<file path="config.mk">
export PLATFORM = sky130hd
export DESIGN_NAME = e2r_cordic
export DESIGN_NICKNAME = d
export VERILOG_FILES = /design/src/rtl/euler_to_rotation_matrix_macros.svh /design/src/rtl/e2r_pkg.sv /design/src/rtl/e2r_cordic.sv
export SDC_FILE = /design/constraint.sdc
export NUM_CORES = 2
export LEC_CHECK = 0
export BUFFER_PORTS_ARGS = -buffer_cell sky130_fd_sc_hd__buf_2
export CORE_MARGIN = 2
export CORE_UTILIZATION = 50
export CTS_BUF_LIST = sky130_fd_sc_hd__clkbuf_4 sky130_fd_sc_hd__clkbuf_8
export DETAILED_ROUTE_END_ITERATION = 10
export PLACE_DENSITY_LB_ADDON = 0.08
export SYNTH_ARGS = -nofsm -noshare
export SYNTH_HDL_FRONTEND = slang
export SYNTH_SLANG_ARGS = --single-unit
</file>
<file path="constraint.sdc">
create_clock -name clk -period 10.32 [get_ports clk]
set_input_delay 1.032 -clock clk [delete_from_list [all_inputs] [get_ports clk]]
set_output_delay 1.032 -clock clk [all_outputs]
set_load 0.01 [all_outputs]
</file>
<file path="src/rtl/euler_to_rotation_matrix_macros.svh">
// Assertion macros for the Euler angle to rotation matrix block.
// Expects clk and rst_n in the scope of each use.
`ifndef EULER_TO_ROTATION_MATRIX_MACROS_SVH
`define EULER_TO_ROTATION_MATRIX_MACROS_SVH

// Check that a condition implies a consequence in the same cycle
`define E2R_ASSERT_NOW(lbl, cond, cons) \
    lbl: assert property (@(posedge clk) disable iff (!rst_n) (cond) |-> (cons)) \
        else $error("e2r: same-cycle check failed");

// Check that a condition implies a consequence in the next cycle
`define E2R_ASSERT_NEXT(lbl, cond, cons) \
    lbl: assert property (@(posedge clk) disable iff (!rst_n) (cond) |=> (cons)) \
        else $error("e2r: next-cycle check failed");

`endif

</file>
<file path="src/rtl/e2r_pkg.sv">
// Shared types, constants and the arctangent table of the Euler to matrix block.
// No dependencies.
package e2r_pkg;

    typedef logic signed [15:0] q14_t;
    typedef logic signed [27:0] q24_t;

    localparam logic [2:0] ORD_XYZ = 3'd0;
    localparam logic [2:0] ORD_YZX = 3'd1;
    localparam logic [2:0] ORD_ZXY = 3'd2;
    localparam logic [2:0] ORD_ZYX = 3'd3;
    localparam logic [2:0] ORD_YXZ = 3'd4;
    localparam logic [2:0] ORD_XZY = 3'd5;

    localparam logic signed [16:0] PI_Q12      = 17'sd12868;
    localparam logic signed [16:0] HALF_PI_Q12 = 17'sd6434;
    localparam logic signed [16:0] TWO_PI_Q12  = 17'sd25736;
    localparam q24_t               GAIN_Q24    = 28'sd10188014;
    localparam logic signed [27:0] ONE_Q14     = 28'sd16384;

    // atan(2^-i) in Q24
    function automatic q24_t atan_q24(input logic [4:0] i);
        q24_t r;
        unique case (i)
            5'd0:  r = 28'sd13176795;
            5'd1:  r = 28'sd7778716;
            5'd2:  r = 28'sd4110060;
            5'd3:  r = 28'sd2086331;
            5'd4:  r = 28'sd1047214;
            5'd5:  r = 28'sd524117;
            5'd6:  r = 28'sd262123;
            5'd7:  r = 28'sd131069;
            5'd8:  r = 28'sd65536;
            5'd9:  r = 28'sd32768;
            5'd10: r = 28'sd16384;
            5'd11: r = 28'sd8192;
            5'd12: r = 28'sd4096;
            5'd13: r = 28'sd2048;
            5'd14: r = 28'sd1024;
            5'd15: r = 28'sd512;
            5'd16: r = 28'sd256;
            5'd17: r = 28'sd128;
            5'd18: r = 28'sd64;
            5'd19: r = 28'sd32;
            5'd20: r = 28'sd16;
            5'd21: r = 28'sd8;
            5'd22: r = 28'sd4;
            5'd23: r = 28'sd2;
            5'd24: r = 28'sd1;
            default: r = 28'sd0;
        endcase
        return r;
    endfunction

endpackage

</file>
<file path="src/rtl/e2r_cordic.sv">
// Pipelined sine/cosine: angle fold, one CORDIC iteration per stage, rounding.
// Depends on e2r_pkg; stage enables come from the top-level valid chain.
module e2r_cordic import e2r_pkg::*;
#(
    parameter int STAGES = 16
)
(
    input  logic               clk,
    input  logic [STAGES+1:0]  en,
    input  logic signed [15:0] angle,
    output q14_t               sin_q14,
    output q14_t               cos_q14
);

    q24_t x_reg [0:STAGES];
    q24_t y_reg [0:STAGES];
    q24_t z_reg [0:STAGES];
    logic flip_reg [0:STAGES];
    q14_t sin_reg, cos_reg;

    logic signed [16:0] a_full, a_pi, a_half;
    logic               flip_next;

    // Fold into [-pi, pi], then into [-pi/2, pi/2]
    always_comb
    begin
        a_full = 17'(angle);
        if (a_full > PI_Q12)
            a_pi = a_full - TWO_PI_Q12;
        else if (a_full < -PI_Q12)
            a_pi = a_full + TWO_PI_Q12;
        else
            a_pi = a_full;
        flip_next = 1'b1;
        if (a_pi > HALF_PI_Q12)
            a_half = a_pi - PI_Q12;
        else if (a_pi < -HALF_PI_Q12)
            a_half = a_pi + PI_Q12;
        else
        begin
            a_half    = a_pi;
            flip_next = 1'b0;
        end
    end

    // Load the folded angle and the CORDIC start vector
    always_ff @(posedge clk)
    begin
        if (en[0])
        begin
            x_reg[0]    <= GAIN_Q24;
            y_reg[0]    <= '0;
            z_reg[0]    <= 28'(a_half) <<< 12;
            flip_reg[0] <= flip_next;
        end
    end

    // One rotation per stage
    for (genvar i = 0; i < STAGES; i++)
    begin : g_iter
        always_ff @(posedge clk)
        begin
            if (en[i+1])
            begin
                flip_reg[i+1] <= flip_reg[i];
                if (!z_reg[i][27])
                begin
                    x_reg[i+1] <= x_reg[i] - (y_reg[i] >>> i);
                    y_reg[i+1] <= y_reg[i] + (x_reg[i] >>> i);
                    z_reg[i+1] <= z_reg[i] - atan_q24(5'(i));
                end
                else
                begin
                    x_reg[i+1] <= x_reg[i] + (y_reg[i] >>> i);
                    y_reg[i+1] <= y_reg[i] - (x_reg[i] >>> i);
                    z_reg[i+1] <= z_reg[i] + atan_q24(5'(i));
                end
            end
        end
    end

    q24_t xf, yf, xr, yr, cos_next, sin_next;

    // Undo the fold, round to Q14 and clamp to plus or minus one
    always_comb
    begin
        xf = flip_reg[STAGES] ? -x_reg[STAGES] : x_reg[STAGES];
        yf = flip_reg[STAGES] ? -y_reg[STAGES] : y_reg[STAGES];
        xr = (xf + 28'sd512) >>> 10;
        yr = (yf + 28'sd512) >>> 10;
        if (xr > ONE_Q14)
            cos_next = ONE_Q14;
        else if (xr < -ONE_Q14)
            cos_next = -ONE_Q14;
        else
            cos_next = xr;
        if (yr > ONE_Q14)
            sin_next = ONE_Q14;
        else if (yr < -ONE_Q14)
            sin_next = -ONE_Q14;
        else
            sin_next = yr;
    end

    always_ff @(posedge clk)
    begin
        if (en[STAGES+1])
        begin
            cos_reg <= q14_t'(cos_next);
            sin_reg <= q14_t'(sin_next);
        end
    end

    assign sin_q14 = sin_reg;
    assign cos_q14 = cos_reg;

endmodule
</file>
==> results_dict.tcl <==
set metrics [dict create \
    outcome "complete, no violations" \
    rrSetupSlack_ns 4.81 \
    wl_met3_um 9060 \
    ioPinCount 67 \
    via_per_inst 5.82 \
    core_um2 193000 \
    finalWorstSetupSlack_ns 4.81 \
    cts_buffer_depth 3 \
    fillers 17200 \
    synthDistinctLibCells 95 \
    tightest_slew_ns 1.14 \
    maxSlewViolCount 0 \
    placed_area_um2 100000 \
    antenna_left 0 \
    yosys-top-cells-count "edfxtp_1 (1189), ha_1 (1066), xnor2_1 (1031), a21oi_1 (881), nor2_1 (838)" \
    rsz0062_at_grt "no" \
    grt_pass1_wl_um 386000 \
    hold_viol 0 \
    initial_core_util_pct 50.4 \
    cts-htree-levels 4 \
    first_pass_iters 6 \
    synth_top_area_share_pct 36.8 \
    grt_pass1_vias 73000 \
    synth_area_leaders "edfxtp_1 (37%), ha_1 (14%), xnor2_1 (9.3%)" \
    arrival_ns 6.23 \
    ys_async_sr_fraction_pct 0 \
    ctsHoldBuffers 0 \
    synth_most_common_cell "edfxtp_1" \
    worst_setup_path_end_kind "register" \
    fin_crit_sh_pct 53.4 \
    antenna_found_initial 4 \
    synth_top_cell_by_area "edfxtp_1" \
    synth-edff-count 1189 \
    die_w_um 445 \
    synth_nets 11100 \
    nNetsFinal 11200 \
    dp_hpwl_um 191000 \
    wl_met2_um 117000 \
    path_clk_slew_ns 0.06 \
    critPathKind "reg2reg" \
    drive_gt1_share_pct 6.03 \
    cts_setup_buffers 0 \
    wl_per_cell_um 18.9 \
    maxUsedRoutingLayer "met4" \
    clock_sinks 1189 \
    cp_max_fo 40 \
    slew_headroom_pct 23.5 \
    drv_cap 0 \
    rows 161 \
    clk_latency_ns 1.00 \
    ys.flop_type "edfxtp_1" \
    wl_met1_um 107000 \
    numCtsBuffers 212 \
    setup_viol 0 \
    io_buffers 66 \
    die_h_um 445 \
    grt_max_degree 78 \
    hold_path_class "in2reg" \
    fin_worst_skew_ns 0.0711 \
    cts_resized 0 \
    wirelength_um 241000 \
    grt.total_usage_pct 24.0 \
    timing.fmax_ghz 0.181 \
    synth_warnings 0 \
    fin_area_um2 105000 \
    fin_crit_ns 5.51 \
    synth.avg_cell_area_um2 9.79 \
    place_ws_ns 3.87 \
    gp_congestion 0.891 \
    synth-seq-area-share_pct 36.8 \
    drc_errors 0 \
    netlist_area_um2 97100 \
    syn_inst 9921 \
    dieArea_um2 198000 \
    cp-start-kind "register" \
    drt_iter0_markers 4718 \
    area_delta_synth_final_pct 8.03 \
    largest_reg_flops 417 \
    overflow 0 \
    fin_tns_setup_ns 0 \
    ctsRootBufferMaster "clkbuf_8" \
    cts_tree "yes" \
    vias 74400 \
    worstPathRequired_ns 11.04 \
    ys_seq_elements 1189 \
]
==> stage by stage <==
step                hold WS, ns  utilization (%)  std cells
CTS                       0.223             54.4      12800
detailed placement        0.405             52.0      12400
global placement          0.404             52.0      12400
global route              0.250             54.4      12800
floorplan                 0.400                -       9921
finish                    0.314             54.4      12800
==> metal layers <==
metal | vias to the layer above | GRT usage (%)
met4 | 0 | 8.24
li1 | 37100 | -
met1 | 35400 | 30.9
met2 | 1500 | 41.9
met5 | - | 0
met3 | 431 | 2.67
==> placed cells by master, fill, tap and decap left out, drive strengths merged, types with 26 or more instances in the layout <==
master and count:
a21o 331, xor2 461, and2 66, nor2b 153, xnor2 1031, a21oi 881
nor4 76, a21boi 44, and3 71, o21ai 506, nor2 838, nor3 280
clkbuf 256, ha 1066, o31ai 114, mux2 44, edfxtp 1189, inv 432
fa 44, o211ai 46, clkinv 97, o31a 26, a211oi 79, o21a 188
nand3 153, buf 116, nand2 496, or4 35, o41ai 44, nand2b 173
a31o 32, o21bai 146, a31oi 96, nand4 72, mux2i 54, or2 59
or3 89
==> worst paths after layout <==
kind | depth (start not counted) | start | endpoint
max | 17 | z_reg[11][27]$_DFFE_PP_ | x_reg[12][19]$_DFFE_PP_
min | 1 | angle[1] | z_reg[0][13]$_DFFE_PP_
max reg2reg | 17 | z_reg[11][27]$_DFFE_PP_ | x_reg[12][19]$_DFFE_PP_
min reg2reg | 0 | flip_reg[1][4]$_DFFE_PP_ | flip_reg[1][5]$_DFFE_PP_
==> cell type report <==
cell class / count / area [um^2] / share of cell area (%)
repair buffers: 116 / 736 / 0.701
clock buffers: 256 / 3250 / 3.10
clock inverters: 133 / 1310 / 1.25
multi-input cells: 8129 / 59100 / 56.4
flip-flops and latches: 1189 / 35700 / 34.0
well taps: 2526 / 3160 / 3.01
inverters: 426 / 1600 / 1.52
diodes: 6 / 15.0 / 0.0143
==> logic make-up (layout without fill, tap and decap cells) <==
logic type	after synthesis	in the layout	synth area share [%]
multiplexers	98	98	1.07
buffers and inverters	603	931	2.34
flip-flops	1189	1189	36.8
AO/OA/AOI/OAI	2803	2803	18.5
XOR/XNOR	1492	1492	13.5
adder cells (fa/ha/maj)	1110	1110	14.6
AND/OR/NAND/NOR	2626	2626	13.2
other	0	6	0
==> critical path, stage by stage, from the launching register on <==
cell	delay, ns
edfxtp_1	0.43
and2_1	0.15
buf_4	0.37
inv_1	0.41
buf_4	0.33
o21ai_0	0.35
ha_1	0.32
a211o_1	0.28
a21oi_1	0.19
o21ai_0	0.17
a41o_1	0.31
o311ai_0	0.93
a21boi_0	0.27
o21ai_0	0.21
nand2b_1	0.11
a21o_1	0.19
a21oi_1	0.16
xnor2_1	0.09
Power is left out: the tool's default activity adds up to more than one toggle a clock period on the data nets, which glitch-free logic cannot reach.
